**src/design/crsf_pkg.sv**
```systemverilog
// ----------------------------------------------------------------------------
// crsf_pkg
// shared constants, codes and types of the serial frame parser
// ----------------------------------------------------------------------------
package crsf_pkg;

	// frame geometry
	localparam int MAX_FRAME_LEN = 64;
	localparam int STORE_DEPTH   = MAX_FRAME_LEN - 1;
	localparam int STORE_AW      = $clog2(STORE_DEPTH);
	localparam int CNT_W         = $clog2(MAX_FRAME_LEN);

	// field widths
	localparam int BYTE_W     = 8;
	localparam int LEN_W      = 7;
	localparam int CFG_IDX_W  = 2;
	localparam int CFG_DATA_W = 8;

	// crc-8, poly 0xd5, msb first
	localparam logic [BYTE_W-1:0] CRC_POLY = 8'hD5;
	localparam logic [BYTE_W-1:0] CRC_TOP  = 8'h80;

	// hard length limits: type plus check, and the buffer size plus check
	localparam logic [BYTE_W:0] MIN_LEN_BYTE = 9'd2;
	localparam logic [BYTE_W:0] MAX_LEN_BYTE = (BYTE_W + 1)'(MAX_FRAME_LEN);

	typedef enum logic [1:0] {
		PH_SEEK = 2'd0,
		PH_LEN  = 2'd1,
		PH_DATA = 2'd2
	} phase_t;

	typedef enum logic [1:0] {
		ST_NONE   = 2'd0,
		ST_REJECT = 2'd1,
		ST_FRAME  = 2'd2
	} status_t;

	typedef enum logic [CFG_IDX_W-1:0] {
		CFG_SYNC_BYTE  = 2'd0,
		CFG_MIN_LENGTH = 2'd1,
		CFG_MAX_LENGTH = 2'd2
	} cfg_index_t;

	typedef struct packed {
		logic [BYTE_W-1:0] sync_byte;
		logic [LEN_W-1:0]  min_length;
		logic [LEN_W-1:0]  max_length;
	} cfg_t;

	typedef struct packed {
		status_t           status;
		logic [BYTE_W-1:0] frame_type;
		logic [LEN_W-1:0]  frame_length;
	} result_t;

endpackage

```
**src/design/crsf_if.sv**
```systemverilog
// ----------------------------------------------------------------------------
// crsf interfaces
// valid/ready channels for received bytes and parser results
// ----------------------------------------------------------------------------
interface crsf_byte_if;
	logic                           valid;
	logic                           ready;
	logic [crsf_pkg::BYTE_W-1:0]    rx_byte;

	modport source (output valid, output rx_byte, input ready);
	modport sink   (input valid, input rx_byte, output ready);
endinterface

interface crsf_result_if;
	logic                           valid;
	logic                           ready;
	logic [1:0]                     status;
	logic [crsf_pkg::BYTE_W-1:0]    frame_type;
	logic [crsf_pkg::LEN_W-1:0]     frame_length;

	modport source (output valid, output status, output frame_type, output frame_length,
		input ready);
	modport sink   (input valid, input status, input frame_type, input frame_length,
		output ready);
endinterface

```
**src/design/crsf_cfg_regs.sv**
```systemverilog
// ----------------------------------------------------------------------------
// crsf_cfg_regs
// configuration registers: sync byte and length bounds
// ----------------------------------------------------------------------------
module crsf_cfg_regs (
	input  logic                              clk,
	input  logic                              arst_n,
	input  logic                              cfg_wr_en,
	input  logic [crsf_pkg::CFG_IDX_W-1:0]    cfg_index,
	input  logic [crsf_pkg::CFG_DATA_W-1:0]   cfg_wdata,
	output crsf_pkg::cfg_t                    cfg
);

	crsf_pkg::cfg_t cfg_q;

	always_ff @(posedge clk or negedge arst_n) begin
		if (!arst_n) begin
			cfg_q.sync_byte  <= 8'd200;
			cfg_q.min_length <= 7'd2;
			cfg_q.max_length <= 7'd62;
		end else if (cfg_wr_en) begin
			unique case (cfg_index)
				crsf_pkg::CFG_SYNC_BYTE:  cfg_q.sync_byte  <= cfg_wdata[crsf_pkg::BYTE_W-1:0];
				crsf_pkg::CFG_MIN_LENGTH: cfg_q.min_length <= cfg_wdata[crsf_pkg::LEN_W-1:0];
				crsf_pkg::CFG_MAX_LENGTH: cfg_q.max_length <= cfg_wdata[crsf_pkg::LEN_W-1:0];
				default: begin
				end
			endcase
		end
	end

	assign cfg = cfg_q;

endmodule

```
**src/design/crsf_crc8.sv**
```systemverilog
// ----------------------------------------------------------------------------
// crsf_crc8
// one-byte crc-8 update, unrolled over the eight bits
// ----------------------------------------------------------------------------
module crsf_crc8 (
	input  logic [crsf_pkg::BYTE_W-1:0] crc_in,
	input  logic [crsf_pkg::BYTE_W-1:0] data,
	output logic [crsf_pkg::BYTE_W-1:0] crc_out
);

	always_comb begin
		logic [crsf_pkg::BYTE_W-1:0] c;
		c = crc_in ^ data;
		for (int i = 0; i < crsf_pkg::BYTE_W; i++) begin
			if ((c & crsf_pkg::CRC_TOP) != '0)
				c = (c << 1) ^ crsf_pkg::CRC_POLY;
			else
				c = c << 1;
		end
		crc_out = c;
	end

endmodule

```
**src/design/crsf_parse_core.sv**
```systemverilog
// ----------------------------------------------------------------------------
// crsf_parse_core
// frame state machine, running crc, frame buffer and result decode
// ----------------------------------------------------------------------------
module crsf_parse_core (
	input  logic                          clk,
	input  logic                          arst_n,
	input  crsf_pkg::cfg_t                cfg,
	input  logic                          fire,
	input  logic [crsf_pkg::BYTE_W-1:0]   rx_byte,
	output crsf_pkg::result_t             res
);

	crsf_pkg::phase_t                   phase_q, phase_d;
	logic [crsf_pkg::LEN_W-1:0]         length_held_q;
	logic [crsf_pkg::CNT_W-1:0]         bytes_stored_q;
	logic [crsf_pkg::BYTE_W-1:0]        running_check_q;
	logic [crsf_pkg::BYTE_W-1:0]        last_type_q;
	logic [crsf_pkg::BYTE_W-1:0]        frame_store [crsf_pkg::STORE_DEPTH];

	logic [crsf_pkg::BYTE_W-1:0]        crc_next;
	logic                               len_ok;
	logic                               store_more;
	logic                               store_en;
	logic                               take_len;

	crsf_crc8 u_crc (
		.crc_in  (running_check_q),
		.data    (rx_byte),
		.crc_out (crc_next)
	);

	// length byte inside the hard limits and the configured window
	assign len_ok = ({1'b0, rx_byte} >= crsf_pkg::MIN_LEN_BYTE)
		&& ({1'b0, rx_byte} <= crsf_pkg::MAX_LEN_BYTE)
		&& (rx_byte >= {1'b0, cfg.min_length})
		&& (rx_byte <= {1'b0, cfg.max_length});

	// still short of length-1 stored bytes
	assign store_more = (crsf_pkg::LEN_W'(bytes_stored_q) + crsf_pkg::LEN_W'(1))
		< length_held_q;

	// next phase
	always_comb begin
		phase_d = phase_q;
		unique case (phase_q)
			crsf_pkg::PH_LEN: begin
				phase_d = len_ok ? crsf_pkg::PH_DATA : crsf_pkg::PH_SEEK;
			end
			crsf_pkg::PH_DATA: begin
				if (!store_more)
					phase_d = crsf_pkg::PH_SEEK;
			end
			default: begin
				phase_d = (rx_byte == cfg.sync_byte) ? crsf_pkg::PH_LEN : crsf_pkg::PH_SEEK;
			end
		endcase
	end

	// result and datapath enables
	always_comb begin
		res.status       = crsf_pkg::ST_NONE;
		res.frame_type   = '0;
		res.frame_length = '0;
		store_en         = 1'b0;
		take_len         = 1'b0;
		unique case (phase_q)
			crsf_pkg::PH_LEN: begin
				if (len_ok)
					take_len = 1'b1;
				else
					res.status = crsf_pkg::ST_REJECT;
			end
			crsf_pkg::PH_DATA: begin
				if (store_more) begin
					store_en = 1'b1;
				end else if (running_check_q != rx_byte) begin
					res.status = crsf_pkg::ST_REJECT;
				end else begin
					res.status       = crsf_pkg::ST_FRAME;
					res.frame_type   = last_type_q;
					res.frame_length = length_held_q;
				end
			end
			default: begin
			end
		endcase
	end

	always_ff @(posedge clk or negedge arst_n) begin
		if (!arst_n) begin
			phase_q         <= crsf_pkg::PH_SEEK;
			length_held_q   <= '0;
			bytes_stored_q  <= '0;
			running_check_q <= '0;
			last_type_q     <= '0;
		end else if (fire) begin
			phase_q <= phase_d;
			if (take_len) begin
				length_held_q   <= rx_byte[crsf_pkg::LEN_W-1:0];
				bytes_stored_q  <= '0;
				running_check_q <= '0;
			end
			if (store_en) begin
				running_check_q <= crc_next;
				bytes_stored_q  <= bytes_stored_q + crsf_pkg::CNT_W'(1);
				if (bytes_stored_q == '0)
					last_type_q <= rx_byte;
			end
		end
	end

	// frame buffer, type byte and payload
	always_ff @(posedge clk) begin
		if (fire && store_en && (int'(bytes_stored_q) < crsf_pkg::STORE_DEPTH))
			frame_store[bytes_stored_q[crsf_pkg::STORE_AW-1:0]] <= rx_byte;
	end

	a_count_in_frame: assert property (@(posedge clk) disable iff (!arst_n)
		(phase_q == crsf_pkg::PH_DATA)
			|-> ((crsf_pkg::LEN_W'(bytes_stored_q) + crsf_pkg::LEN_W'(1)) <= length_held_q))
		else $error("stored byte count ran past the frame length");

	a_len_held_range: assert property (@(posedge clk) disable iff (!arst_n)
		(phase_q == crsf_pkg::PH_DATA)
			|-> (({2'b00, length_held_q} >= crsf_pkg::MIN_LEN_BYTE)
				&& ({2'b00, length_held_q} <= crsf_pkg::MAX_LEN_BYTE)))
		else $error("held length outside the hard limits while storing");

	a_len_to_data: assert property (@(posedge clk) disable iff (!arst_n)
		(fire && (phase_q == crsf_pkg::PH_LEN) && len_ok)
			|=> ((phase_q == crsf_pkg::PH_DATA) && (bytes_stored_q == '0)
				&& (running_check_q == '0)))
		else $error("accepted length did not start a clean frame");

	a_frame_fields: assert property (@(posedge clk) disable iff (!arst_n)
		(fire && (res.status != crsf_pkg::ST_FRAME))
			|-> ((res.frame_type == '0) && (res.frame_length == '0)))
		else $error("type or length reported without a good frame");

endmodule

```
**src/design/crsf_frame_parser_unit.sv**
```systemverilog
// ----------------------------------------------------------------------------
// crsf_frame_parser_unit
// byte-stream frame parser with length window and crc-8 (poly 0xd5) check
// ----------------------------------------------------------------------------
// Takes one received byte per item on rx and returns exactly one result item
// per byte on result: status none while hunting or collecting, rejected for a
// bad length byte or a failed check byte, frame for a good frame together with
// its type byte and length byte. Sustained rate is one byte per clock while
// result.ready stays high; an accepted byte is held in the input register and
// its result then moves into the result register, which drives the port,
// with the frame state machine and the unrolled crc update between
// them. The result register holds while result.ready is low and the
// input register keeps taking a byte as long as the result can move on, so
// back-pressure only stops rx once both registers are full. Configuration
// (sync byte, minimum and maximum length) is written on the plain write port
// and should only change while the parser is idle. The frame buffer needs no
// clearing after reset: an entry is only written, never read before write.
// ----------------------------------------------------------------------------
module crsf_frame_parser_unit (
	input  logic                              clk,
	input  logic                              arst_n,
	input  logic                              cfg_wr_en,
	input  logic [crsf_pkg::CFG_IDX_W-1:0]    cfg_index,
	input  logic [crsf_pkg::CFG_DATA_W-1:0]   cfg_wdata,
	crsf_byte_if.sink                         rx,
	crsf_result_if.source                     result
);

	crsf_pkg::cfg_t                 cfg;
	crsf_pkg::result_t              core_res;

	// stage 1: received byte
	logic                           valid_s1;
	logic [crsf_pkg::BYTE_W-1:0]    rx_byte_s1;

	// stage 2: result item waiting for the sink
	logic                           valid_s2;
	crsf_pkg::result_t              result_s2;

	logic                           rx_fire;
	logic                           advance_s1;

	// stage 1 moves when the result register is free or draining this cycle
	assign advance_s1 = valid_s1 && (!valid_s2 || result.ready);
	assign rx.ready   = !valid_s1 || advance_s1;
	assign rx_fire    = rx.valid && rx.ready;

	crsf_cfg_regs u_cfg (
		.clk       (clk),
		.arst_n    (arst_n),
		.cfg_wr_en (cfg_wr_en),
		.cfg_index (cfg_index),
		.cfg_wdata (cfg_wdata),
		.cfg       (cfg)
	);

	// parser state only steps when the byte leaves stage 1
	crsf_parse_core u_core (
		.clk     (clk),
		.arst_n  (arst_n),
		.cfg     (cfg),
		.fire    (advance_s1),
		.rx_byte (rx_byte_s1),
		.res     (core_res)
	);

	// handshake state
	always_ff @(posedge clk or negedge arst_n) begin
		if (!arst_n) begin
			valid_s1 <= 1'b0;
			valid_s2 <= 1'b0;
		end else begin
			valid_s1 <= rx_fire || (valid_s1 && !advance_s1);
			valid_s2 <= advance_s1 || (valid_s2 && !result.ready);
		end
	end

	// payload registers
	always_ff @(posedge clk) begin
		if (rx_fire)
			rx_byte_s1 <= rx.rx_byte;
		if (advance_s1)
			result_s2 <= core_res;
	end

	assign result.valid        = valid_s2;
	assign result.status       = result_s2.status;
	assign result.frame_type   = result_s2.frame_type;
	assign result.frame_length = result_s2.frame_length;

endmodule
```
**src/flat_wrapper.sv**
```systemverilog
// flat-port wrapper written by rule: the top's interface ports become plain ports
module crsf_frame_parser_unit_flat 
  (clk, arst_n, cfg_wr_en, cfg_index, cfg_wdata, rx_valid, rx_rx_byte, rx_ready, result_valid, result_status, result_frame_type, result_frame_length, result_ready);
  crsf_byte_if rx_i ();
  crsf_result_if result_i ();
  input  logic clk;
  input  logic arst_n;
  input  logic cfg_wr_en;
  input  logic [crsf_pkg::CFG_IDX_W-1:0] cfg_index;
  input  logic [crsf_pkg::CFG_DATA_W-1:0] cfg_wdata;
  input wire logic [$bits(rx_i.valid)-1:0] rx_valid;
  input wire logic [$bits(rx_i.rx_byte)-1:0] rx_rx_byte;
  output wire logic [$bits(rx_i.ready)-1:0] rx_ready;
  output wire logic [$bits(result_i.valid)-1:0] result_valid;
  output wire logic [$bits(result_i.status)-1:0] result_status;
  output wire logic [$bits(result_i.frame_type)-1:0] result_frame_type;
  output wire logic [$bits(result_i.frame_length)-1:0] result_frame_length;
  input wire logic [$bits(result_i.ready)-1:0] result_ready;
  assign rx_i.valid = rx_valid;
  assign rx_i.rx_byte = rx_rx_byte;
  assign rx_ready = rx_i.ready;
  assign result_valid = result_i.valid;
  assign result_status = result_i.status;
  assign result_frame_type = result_i.frame_type;
  assign result_frame_length = result_i.frame_length;
  assign result_i.ready = result_ready;
  crsf_frame_parser_unit u_core (.clk(clk), .arst_n(arst_n), .cfg_wr_en(cfg_wr_en), .cfg_index(cfg_index), .cfg_wdata(cfg_wdata), .rx(rx_i), .result(result_i));
endmodule
```
**config.mk**
```make
export PLATFORM = sky130hd
export DESIGN_NAME = crsf_frame_parser_unit_flat
export DESIGN_NICKNAME = d
export VERILOG_FILES = /design/src/design/crsf_pkg.sv /design/src/design/crsf_if.sv /design/src/design/crsf_cfg_regs.sv /design/src/design/crsf_crc8.sv /design/src/design/crsf_parse_core.sv /design/src/design/crsf_frame_parser_unit.sv /design/src/flat_wrapper.sv
export SDC_FILE = /design/constraint.sdc
export NUM_CORES = 1
export LEC_CHECK = 0
export BUFFER_PORTS_ARGS = -buffer_cell sky130_fd_sc_hd__buf_2
export CAP_MARGIN = 0
export CORE_ASPECT_RATIO = 1.4
export CORE_MARGIN = 4
export CORE_UTILIZATION = 59
export DETAILED_ROUTE_END_ITERATION = 7
export GPL_TIMING_DRIVEN = 0
export PLACE_DENSITY = 0.8
export SLEW_MARGIN = 15
export SYNTH_ARGS = -nofsm -noshare
export SYNTH_HDL_FRONTEND = slang
export SYNTH_SLANG_ARGS = --single-unit
```
**constraint.sdc**
```tcl
create_clock -name clk -period 3.5 [get_ports clk]
set_clock_uncertainty 0.15 [all_clocks]
set_input_delay 0.175 -clock clk [delete_from_list [all_inputs] [get_ports clk]]
set_output_delay 0.175 -clock clk [all_outputs]
set_load 0.02 [all_outputs]
```
* Word-level counts from Yosys, hierarchy flattened
Cells that the tools add are included.
Storage, ports and cells: output and inout bits 19, register bits after elaboration 80, memories kept 0, word-level logic and storage cells 89, bits in latches 0, bits in writable memories 0, bits of input ports 23, memory bits (read-only) 0
Cells by class: magnitude comparators 5, eq/ne operators 7, shift operators 0, muxes and demuxes 25, div/mod/pow operators 0, add/sub/neg operators 2, bitwise operators 10, $mul 0, reductions and logical operators 26
Operators by type and width (number):
- $mux 8 | 10
- $not 5->5 | 8
- $mux 17 | 1
- $mux 15 | 1
- $mux 6 | 2
- $reduce_and 2->1 | 6
- $eq 8x8->1 | 1
- $ge 8x2->1 const B | 1
- $ge 8x7->1 | 1
- $le 8x7->1 | 1
- $le 8x7->1 const B | 1
- $ne 8x8->1 | 1
- $pmux 2 s2 | 2
- $xor 8x8->8 | 1
- $add 6x1->7 const B | 1
- $logic_and 1x1->1 | 7
- $lt 7x7->1 | 1
- $add 6x1->6 const B | 1
- $logic_not 6->1 | 1
- $mux 1 | 6
- $mux 2 | 3
- $eq 2x1->1 const B | 2
- $eq 2x2->1 const B | 2
- $logic_not 1->1 | 4
- other kinds (7) | 10

* Logic depth before layout (Yosys ltp)
Gate-level depths: netlist (run 1).
word-level depth 18, gate-level depth with buffers 12, depth with buffers taken out 10

* By module
Synthesis (run 1) repeated with hierarchy kept, for this count alone.
Second synthesis, totals: cell total of the unflattened synthesis 362, area, all modules 4424.2 µm²
Modules (own cells, without submodules):
- crsf_parse_core | cells an instance 260, instances 1, area each 2373.5 µm², sequential area each 775.7 µm²
- crsf_frame_parser_unit | cells an instance 33, instances 1, area each 854.6 µm², sequential area each 800.8 µm²
- crsf_cfg_regs | cells an instance 47, instances 1, area each 850.8 µm², sequential area each 561.8 µm²
- crsf_crc8 | cells an instance 22, instances 1, area each 345.3 µm², sequential area each 0.0 µm²

* Worst setup path after synthesis (run 1)
Ideal clock, no wire load.
path kind flip-flop to flip-flop, from register u_core.u_core.bytes_stored_q[2] (netlist name), to register u_core.u_core.last_type_q[0] (netlist name), library setup time 0.125 ns, data arrival time 2.597 ns, clock period less this slack 2.871 ns, data required time 3.225 ns, path buffers 2, slack 0.629 ns, cell stages (with the launch flop) 13, path through dfrtp_1 clkbuf_1 nand3_1 nor3_1 xor2_1 ha_1 and4_1 o221ai_1 nand3_1 nor2_1 and3_1 buf_4 mux2_2
Between the ends: longest elaborated chain between the ends 5, elaborated cells between the ends (all ways) 6, those cells by class add/sub: 1; order compare: 1; mux: 2; reduce/logical: 2
Ends and longest elaborated chain:
- start, declared | line crsf_parse_core.sv:16 | logic [crsf_pkg::CNT_W-1:0] bytes_stored_q;
- start signal, assigned | line crsf_parse_core.sv:106 | bytes_stored_q <= bytes_stored_q + crsf_pkg::CNT_W'(1);
- $add 6x1->7 | line crsf_parse_core.sv:40 | assign store_more = (crsf_pkg::LEN_W'(bytes_stored_q) + crsf_pkg::LEN_W'(1))
- $lt 7x7->1 | line crsf_parse_core.sv:41 | < length_held_q;
- $mux 1 | line crsf_parse_core.sv:75 | if (store_more) begin
- $mux 1 | line crsf_parse_core.sv:67 | unique case (phase_q)
- $reduce_and 3->1 (no source line) (*)
- end signal, assigned | line crsf_parse_core.sv:108 | last_type_q <= rx_byte;
- end, declared | line crsf_parse_core.sv:18 | logic [crsf_pkg::BYTE_W-1:0] last_type_q;
Every way passes the cells marked *; elsewhere a longest branch is shown, timed or not. A chain may end at the register's enable or synchronous reset.

* Worst setup path after layout (run 1)
from register u_core.u_core.bytes_stored_q[0] (netlist name), to register u_core.u_core.last_type_q[4] (netlist name)
Same word-level chain as after synthesis.

==> metrics.md, run 1 <==
| Metric | Value |
|---|---|
| Core Rows | 35 |
| # DRC | 0 |
| Starting Density | about 61% |
| Worst path arrival time | 3.38 ns |
| Slew @ Worst Pin | 0.7357 ns |
| Post-synth EDFFs | 25 |
| Final setup viols | 0 |
| H-tree lvl count | 3 |
| Worst Setup End Kind | flop |
| Mapped Avg Cell Area | 11.96 µm² |
| Min-delay src | cfg_index[1] |
| Clock power frac | a little under a third |
| Top cells by area, synth | dfrtp_1, edfxtp_1, mux2_2 |
| Inserted Diodes | 0 |
| Area leader, netlist | dfrtp_1 |
| Main synth FF type | dfrtp_1 |
| Final ANT Viol Nets | 0 |
| Sequential share of the synthesized area | 52.57% |
| WHS | 0.1282 ns |
| First-pass GRT wire length | around 14000 µm |
| Worst-path maximum fanout | 8 |
| Post-Syn Instances | 340 |
| Routed WL | 8793 µm |
| Fin. max-slew vios | 0 |
| DR iter-0 viols | 173 |
| Skew-Pair Late Insertion Delay | 0.37 ns |
| Synth top area share | 28.30% |
| Leakage | 2.179 nW |
| GRT Util Overall | 22.82% |
| CP Capture Point | u_core.u_core.last_type_q[4] |
| Root Driver | clkbuf_8 |
| Type of the worst setup path | reg -> reg |
| Routed vias | approximately 2800 |
| Reg2reg path depth | 11 |
| Pwr/cell area | 436.8 nW/µm² |
| Most common cell after layout, fill and taps aside | dfrtp_1 |
| Die height | between 100 and 150 µm |
| Max cap viols | 0 |
| Power Total | 0.002090 W |
| Critical path launch point | u_core.u_core.bytes_stored_q[0] |
| Pin count of the biggest net entering global routing | 56 |
| Status | complete, no violations |
| Crit path time final | 3.274 ns |
| Clock sinks | 80 |
| Tcrit/Tclk final | 93.55% |
| Final hold vios | 0 |
| Multi-input gate area | 1793 µm² |
| Synthesis-to-finish area growth | 17.66% |
| Clock-pin slew on the worst setup and hold paths | 0.09 ns |
| Hold Path Class | in -> reg |
| CTS max path bufs | 2 |
| Placed cell count | about 470 |
| Reg2Reg Capture Point | u_core.u_core.last_type_q[4] |
| Grt ovf | 0 |
| Die Wd | 78.18 µm |
| Startpoint types | flop |
| Max VDD drop | 364.7 µV |
| Synth cell types | 52 |
| Initial antenna violation count | 0 |
| Post-synth ARST share | 68.75% |
| Reg2Reg Setup Slack | 0.23 ns |
| Register area | 2138 µm² |
| Core Area | 6656 µm² |
| I/O pin count | 42 |
| Hpwl dp | 6134 µm |
| CTS tree | built |
| Number of synthesized register bits | 80 |
| Vias in the first global route | ~3000 |
| Switching power | between 0.0005 and 0.0006 W |
| 1st-pass router iterations | 4 |
| Worst rel slew slack | 50.74% |
| Die ar. | between 8000 and 9000 µm² |
| Post-CTS Repair Setup Buffers | 0 |
| Sw frac | 28.68% |
| Final Wtd Congestion | 0.8537 |
| Layout cells sized above 1 | 26.68% |
| Port buffer count | between 40 and 50 |
| Setup TNS | 0 ns |
| CP required | 3.60 ns |
| Number of CTS-inserted buffers | 9 |
| Reg2Reg Launch Point | u_core.u_core.bytes_stored_q[0] |
| Most frequent cells in the layout | dfrtp_1, buf_2, mux2_2 |
| Post-Syn Nets | 388 |
| Layout net count | approximately 460 |
| Via density per instance | 5.520 |
| Max Freq | 305.4 MHz |
| Mapped cell area | ~4100 µm² |
| Routed len/inst | 17.31 µm |
| Non-filler cells, final | 508 |
| Combinational share of power | 17.1% |
| Synth warnings | 0 |
| Int Pwr | roughly 0.0015 W |
| Fill count | between 400 and 500 |
| Sequential Power Share | around 53% |
## registers in the layout (all words and copies together) (netlist names)
signal                         count
u_core.rx_byte_s1                  8
u_core.result.valid                1
u_core.u_core.bytes_stored_q       6
u_core.u_core.last_type_q          8
u_core.u_core.running_check_q      8
u_core.valid_s1                    1
u_core.result.status               2
u_core.u_cfg.cfg                  22
u_core.result.frame_length         7
u_core.u_core.phase_q              2
u_core.u_core.length_held_q        7
u_core.result.frame_type           8
## cell families (layout without fill, tap and decap cells)
logic type      after synthesis  in the layout  share of synthesized area (%)
fa+ha+maj                    25             25                          7.690
flops                        80             80                          52.57
simple gates                 89             89                          11.90
buf+inv                      36            112                          3.814
mux                          31             31                          8.674
xor+xnor                     36             36                          8.090
compound gates               43             43                          7.260
## Yosys cell counts, types with 5 or more instances
cell / instances
a21oi_1: 5
and2_1: 17
clkbuf_1: 5
dfrtp_1: 46
dfstp_2: 9
edfxtp_1: 25
ha_1: 25
inv_1: 27
mux2_2: 30
nand2_1: 28
nand3_1: 6
nor2_1: 6
o21ai_0: 15
xnor2_1: 22
xor2_1: 13
## routing by layer
layer / up-vias / wire length, µm / global-route usage [%] / share of wire [%]
li1: 1331 / - / - / -
met1: 1370 / 3245 / 23.91 / 37
met2: 78 / 4852 / 41.85 / 55
met3: 25 / 381 / 5.000 / 4.3
met4: 0 / 314 / 12.13 / 3.6
met5: - / 0 / 0 / 0
## critical path, cell delays in order, from the launching register on
cell and delay (ns):
dfrtp_1 0.41, ha_1 0.29, nand3_1 0.12, xnor2_1 0.26, ha_1 0.29, a21oi_1 0.21
a2bb2oi_2 0.22, nand3_1 0.19, nor2_4 0.23, and3_1 0.25, buf_4 0.19, mux2_2 0.35
## power groups by stage
stage          Clock (W)  Combinational [W]  Sequential (W)
3_5_place_dp           0           0.000334         0.00112
4_1_cts         0.000636           0.000354         0.00110
2_1_floorplan          0           0.000229         0.00112
3_3_place_gp           0           0.000319         0.00112
5_1_grt         0.000685           0.000394         0.00111
6_report        0.000630           0.000357         0.00110
## worst min path at each step
stage               cells after the start              endpoint
finish                                  3  u_core.u_cfg.cfg[19]
global route                            3  u_core.u_cfg.cfg[21]
CTS                                     3  u_core.u_cfg.cfg[19]
floorplan                               0   u_core.result.valid
detailed placement                      1   u_core.u_cfg.cfg[0]
global placement                        1  u_core.rx_byte_s1[1]
## cell type report
cell class              instances  area share, %
clock inverters                 7          1.176
plain buffers                   8          1.046
well taps                      92          2.405
repair buffers                 61          8.523
flip-flops and latches         80          44.68
clock buffers                   9          2.588
multi-input cells             224          37.46
inverters                      27          2.118
## timing repair
| item | 4_1_cts | 5_1_grt |
|---|---|---|
| hold buffers | 20 | 0 |
| endpoints found under the setup margin | 8 | 11 |
| pin swaps | 0 | 0 |
| endpoints found under the hold margin | 78 | 0 |
| gates resized for setup | 1 | 2 |
## metrics by stage
stage | area (µm²) | setup WS, ns | util, %
4_1_cts | 4778 | 0.03948 | 71.79
2_1_floorplan | 4068 | 0.6285 | -
6_report | 4786 | 0.2257 | 71.90
3_5_place_dp | 4395 | 0.009235 | 66.03
5_1_grt | 4786 | -0.004277 | 71.90
3_3_place_gp | 4388 | 0.04099 | 65.92
Power figures use the tool's default switching activity.
==> inputs of run 2 (changes only) <==
--- a/config.mk
+++ b/config.mk
@@ -13,6 +13,7 @@
 export DETAILED_ROUTE_END_ITERATION = 7
 export GPL_TIMING_DRIVEN = 0
 export PLACE_DENSITY = 0.8
+export SETUP_SLACK_MARGIN = 0.4
 export SLEW_MARGIN = 15
 export SYNTH_ARGS = -nofsm -noshare
 export SYNTH_HDL_FRONTEND = slang
==> run 2 against run 1 <==
Compared with the run above: core utilization up 1.0 points; sequential cell count stayed put; largest power group unchanged; routed wire length is 1.4% higher; sequential power hardly changed; count of clock-buffer cells in the layout is the same; combinational power about the same; via count shrank 0.14%; clock power barely moved; die area unchanged; cell area is 1.4% higher; register-to-register slack better by 0.26 ns; cell count is 0.98% higher.
==> metrics.md, run 2 (same netlist as run 1, synthesis figures left out) <==
| Metric | Value |
|---|---|
| Status | complete, no violations |
| Fin. max-slew vios | 0 |
| CP Capture Point | u_core.u_core.last_type_q[4] |
| Grt ovf | 0 |
| Crit path time final | ~3.0 ns |
| CP required | between 3 and 4 ns |
| Worst Setup End Kind | flop |
| Die Wd | 78.18 µm |
| Largest register FFs | 22 |
| Inserted Diodes | 0 |
| First-pass GRT wire length | about 15000 µm |
| Routed WL | between 8000 and 9000 µm |
| M3 GR Usage | roughly 5.1% |
| Unrepaired setup endpoints after global routing | false |
| Final Wtd Congestion | 0.8537 |
| Final setup viols | 0 |
| Layout cells sized above 1 | roughly 30% |
| Max cap viols | 0 |
| Reg2Reg Setup Slack | 0.49 ns |
| Most common cell after layout, fill and taps aside | dfrtp_1 |
| Reg2Reg Capture Point | u_core.u_core.last_type_q[4] |
| Critical path launch point | u_core.u_core.bytes_stored_q[2] |
| Worst rel slew slack | 50.77% |
| Reg2Reg Launch Point | u_core.u_core.bytes_stored_q[2] |
| Skew-Pair Late Insertion Delay | 0.38 ns |
| Slew @ Worst Pin | 0.7352 ns |
| Leakage | between 2 and 2.5 nW |
| Number of CTS-inserted buffers | 9 |
| Layout net count | 464 |
| Via density per instance | about 5.5 |
| Final hold vios | 0 |
| Routed vias | 2800 |
| Worst-path maximum fanout | 8 |
| Pwr/cell area | 431.6 nW/µm² |
| Worst path arrival time | approximately 3.1 ns |
| Number of buffer and inverter stages on the critical path | 2 |
| Hold Path Class | in -> reg |
| GRT met2 Usage | 42.52% |
| Routed len/inst | 17.39 µm |
| Fill count | 484 |
| Max Freq | approximately 330 MHz |
| Die height | 106.2 µm |
| Vias in the first global route | 2992 |
| GRT Util Overall | 23.25% |
| Core Area | 6656 µm² |
| Starting Density | 61.11% |
| Pre-CTS WS | about 0.009 ns |
| Max incr delay on CP | 0.35 ns |
| 1st-pass router iterations | 4 |
| Root Driver | clkbuf_8 |
| CP Depth | 12 |
| Synthesis-to-finish area growth | 19.32% |
| # DRC | 0 |
| Port buffer count | 41 |
| Most frequent cells in the layout | dfrtp_1, buf_2, mux2_2 |
| Clock sinks | 80 |
| I/O pin count | 42 |
| Core Rows | 35 |
| Pin count of the biggest net entering global routing | 56 |
| CP delay by family, top | simple AND/OR/NAND/NOR gates |
| WHS | approximately 0.12 ns |
| Die ar. | 8306 µm² |
| Final ANT Viol Nets | 0 |
| Reg2reg path depth | 12 |
| Tcrit/Tclk final | 86.10% |
| Crit-path cells | clkbuf_2, nand3_1, nor3_2, xor2_1, ha_1, and4_1, o221ai_1, nand3_2, nor2_4, and3_4, buf_4, mux2_2 |
| H-tree lvl count | 3 |
| Setup TNS | 0 ns |
| Worst path slowest cell | mux2_2 |
| Final setup margin | 0.4864 ns |
| Clock-pin slew on the worst setup and hold paths | ~0.1 ns |
| Type of the worst setup path | reg -> reg |
| GR Layer Usage met1 | 24.55% |
| Startpoint types | flop |
| Max VDD drop | roughly 360 µV |
| CTS tree | built |
| DR iter-0 viols | 161 |
| CTS max path bufs | 2 |
| Initial antenna violation count | 0 |
| Hpwl dp | 6134 µm |
| Grt peak-use layer | met2 |
## run 2: cell types whose count changed in the layout (fill, tap and decap cells not counted), sizes merged
cell / before / now
clkbuf: 13 / 14
buf: 45 / 49
## run 2: where the power goes
part / total, W / leakage (nW) / switching [W] / internal [W]
registers: 0.00110 / 0.904 / 0.0000507 / 0.00105
logic: 0.000359 / 1.23 / 0.000184 / 0.000175
clock network: 0.000633 / 0.0854 / 0.000369 / 0.000264
total: 0.00209 / 2.22 / 0.000603 / 0.00149
## run 2: per-layer routing
layer  wire [µm]  vias up
met5           0        -
met4         321        0
met3         398       26
met2        4927       69
met1        3271     1365
li1            -     1340
## run 2: final cells by class
cell class / instances / area (µm²) / share of cell area (%)
sequential: 80 / 2138 / 44.06
inverter: 27 / 101.3 / 2.088
tap: 92 / 115.1 / 2.372
clock inverter: 7 / 56.30 / 1.160
multi-input combinational: 224 / 1822 / 37.54
timing repair buffer: 65 / 437.9 / 9.023
buffer: 9 / 58.81 / 1.212
clock buffer: 9 / 123.9 / 2.552
## run 2: worst min-delay path, cell delays in order
cell and delay, ns:
buf_2 0.10, nor3b_2 0.11, mux2_2 0.24
## run 2: repair_timing
item / 4_1_cts / 5_1_grt
buffers inserted: 2 / 2
hold endpoints to repair: 78 / 0
hold buffers: 20 / 0
pin swaps: 2 / 3
endpoints found under the setup margin: 30 / 30
cloned: 0 / 0
resized for setup: 8 / 8
## run 2: per-stage QoR
step                instances  power (W)  cell area, µm²  utilization (%)
global placement          473   0.001438            4388            65.92
global route              513   0.002194            4853            72.91
CTS                       511   0.002094            4822            72.44
finish                    513   0.002095            4853            72.91
detailed placement        473   0.001457            4395            66.03
floorplan                 340   0.001349            4068                -
## run 2: worst min path at each step
stage	cells after the start	end	from	slack, ns
floorplan	0	u_core.result.valid	arst_n	-0.27
global placement	1	u_core.rx_byte_s1[1]	rx_rx_byte[1]	0.20
detailed placement	1	u_core.u_cfg.cfg[0]	arst_n	0.12
CTS	3	u_core.u_cfg.cfg[19]	cfg_index[1]	0.14
global route	3	u_core.u_cfg.cfg[21]	cfg_index[1]	0.15
finish	3	u_core.u_cfg.cfg[19]	cfg_index[1]	0.12
==> inputs of run 3 (changes only) <==
--- a/config.mk
+++ b/config.mk
@@ -9,10 +9,9 @@
 export CAP_MARGIN = 0
 export CORE_ASPECT_RATIO = 1.4
 export CORE_MARGIN = 4
-export CORE_UTILIZATION = 59
+export CORE_UTILIZATION = 55
 export DETAILED_ROUTE_END_ITERATION = 7
-export GPL_TIMING_DRIVEN = 0
-export PLACE_DENSITY = 0.8
+export PLACE_DENSITY = 0.75
 export SETUP_SLACK_MARGIN = 0.4
 export SLEW_MARGIN = 15
 export SYNTH_ARGS = -nofsm -noshare
==> run 3 against run 2 <==
Compared with the run above: sequential power is essentially flat; die area grew 6.6%; sequential share of layout area grew 0.47 points; largest power group unchanged; critical path type unchanged; largest cell class unchanged.
==> metrics.md, run 3 (same netlist as run 1, synthesis figures left out) <==
| Metric | Value |
|---|---|
| CTS tree | built |
| Layout net count | 457 |
| GR Layer Usage met1 | 24.01% |
| Power Total | 0.002183 W |
| Type of the worst setup path | reg -> reg |
| Most common cell after layout, fill and taps aside | dfrtp_1 |
| # DRC | 0 |
| Leakage | about 2.2 nW |
| CTS max path bufs | 2 |
| Multi-input gate area | around 1800 µm² |
| Hold Path Class | in -> reg |
| Hpwl dp | 5990 µm |
| Core Rows | 36 |
| Root Driver | clkbuf_8 |
| Final hold vios | 0 |
| Status | complete, no violations |
| Largest register FFs | 22 |
| I/O pin count | 42 |
| Die ar. | 8855 µm² |
| Crit path time final | roughly 2.9 ns |
| Slew @ Worst Pin | 0.8066 ns |
| H-tree lvl count | 3 |
| Routed WL | about 8700 µm |
| Via density per instance | 5.513 |
| Worst-path maximum fanout | 8 |
| Starting Density | 57.52% |
| DR iter-0 viols | 134 |
| 1st-pass router iterations | 4 |
| Port buffer count | 41 |
| CP required | 3.60 ns |
| Setup TNS | 0 ns |
| GRT Util Overall | between 20 and 25% |
| Fill count | 529 |
| Unrepaired setup endpoints after global routing | false |
| Pwr/cell area | 454.4 nW/µm² |
| Max Freq | 343.1 MHz |
| Final Wtd Congestion | roughly 0.8 |
| GRT met2 Usage | 40.05% |
| Inserted Diodes | 0 |
| Core Area | between 7000 and 8000 µm² |
| Clock-pin slew on the worst setup and hold paths | 0.08 ns |
| Startpoint types | flop |
| Die Wd | 80.68 µm |
| Pin count of the biggest net entering global routing | 36 |
| Final ANT Viol Nets | 0 |
| Post-CTS Repair Setup Buffers | 0 |
| Fin. max-slew vios | 0 |
| Die height | around 110 µm |
| Grt ovf | 0 |
| Clock sinks | 80 |
| Skew-Pair Late Insertion Delay | 0.36 ns |
| Max cap viols | 0 |
| Worst path arrival time | 3.01 ns |
| First-pass GRT wire length | 14500 µm |
| Final Util | 67.94% |
| Most frequent cells in the layout | dfrtp_1, buf_2, mux2_2 |
| Register area | 2140 µm² |
| Worst Setup End Kind | flop |
| Final setup viols | 0 |
| Vias in the first global route | 3010 |
| Routed len/inst | 17.17 µm |
| Layout cells sized above 1 | 27.78% |
| M3 GR Usage | under 10% |
| Tcrit/Tclk final | 83.27% |
| Worst rel slew slack | 46.23% |
| Max VDD drop | 379.3 µV |
| Number of CTS-inserted buffers | 9 |
| Routed vias | 2806 |
| Initial antenna violation count | 0 |
| Grt peak-use layer | met2 |
| Synthesis-to-finish area growth | 18.12% |
run 3: cell count changes in the layout (fill, tap and decap cells not counted), moves of 2 or more:
| cell | change |
|---|---|
| clkbuf_2 | -4 |
| inv_6 | +3 |
| buf_6 | -2 |
| clkinv_4 | -2 |
run 3: worst paths after layout:
kind / startpoint / endpoint / slack [ns] / depth (start not counted)
worst max-delay path: u_core.u_core.bytes_stored_q[0] / u_core.u_core.last_type_q[7] / 0.59 / 10
worst min-delay path: cfg_index[0] / u_core.u_cfg.cfg[15] / 0.23 / 4
worst max register to register: u_core.u_core.bytes_stored_q[0] / u_core.u_core.last_type_q[7] / 0.59 / 10
worst min register to register: u_core.valid_s1 / u_core.result.valid / 0.34 / 1
max in group asynchronous: arst_n / u_core.u_cfg.cfg[8] / 2.07 / 3
min in group asynchronous: arst_n / u_core.u_cfg.cfg[19] / 0.29 / 2
run 3: final cells by class:
class                   count  share of cell area (%)
well taps                  95                   2.474
clock buffers               9                   2.578
flip-flops and latches     80                   44.53
clock inverters             7                   1.745
repair buffers             67                   9.375
multi-input cells         224                   37.19
inverters                  27                   2.109
run 3: timing repair:
item,in CTS,in global routing
endpoints found under the hold margin,64,0
resized for setup,0,4
hold buffers,20,0
endpoints found under the setup margin,0,27
run 3: critical path, cell delays in order (launching register included):
cell	delay, ns
dfrtp_1	0.39
ha_1	0.28
nand3_1	0.12
xnor2_1	0.23
ha_1	0.29
a21oi_1	0.18
a2bb2oi_2	0.20
nand3_1	0.14
nor2_1	0.15
and3_2	0.32
mux2_2	0.36
run 3: power breakdown:
part           switching (W)  internal (W)  total [W]
Sequential         0.0000531       0.00105    0.00111
Combinational       0.000181      0.000176   0.000358
Clock               0.000376      0.000345   0.000720
Total               0.000610       0.00157    0.00218
run 3: stage by stage:
stage	setup WS, ns	cells	instance area (µm²)	hold WS, ns
after global routing	0.4411	509	4805	0.2522
after global placement	0.6080	473	4383	0.1546
after floorplan	0.6285	340	4068	-0.2706
after detailed placement	0.4563	473	4383	0.1608
final	0.5855	509	4805	0.2271
after CTS	0.4340	509	4791	0.2229
run 3: layer usage:
metal	vias up	share of wire, %
met5	-	0
met4	0	4.3
met3	26	4.1
met2	73	54
met1	1381	38
li1	1326	-
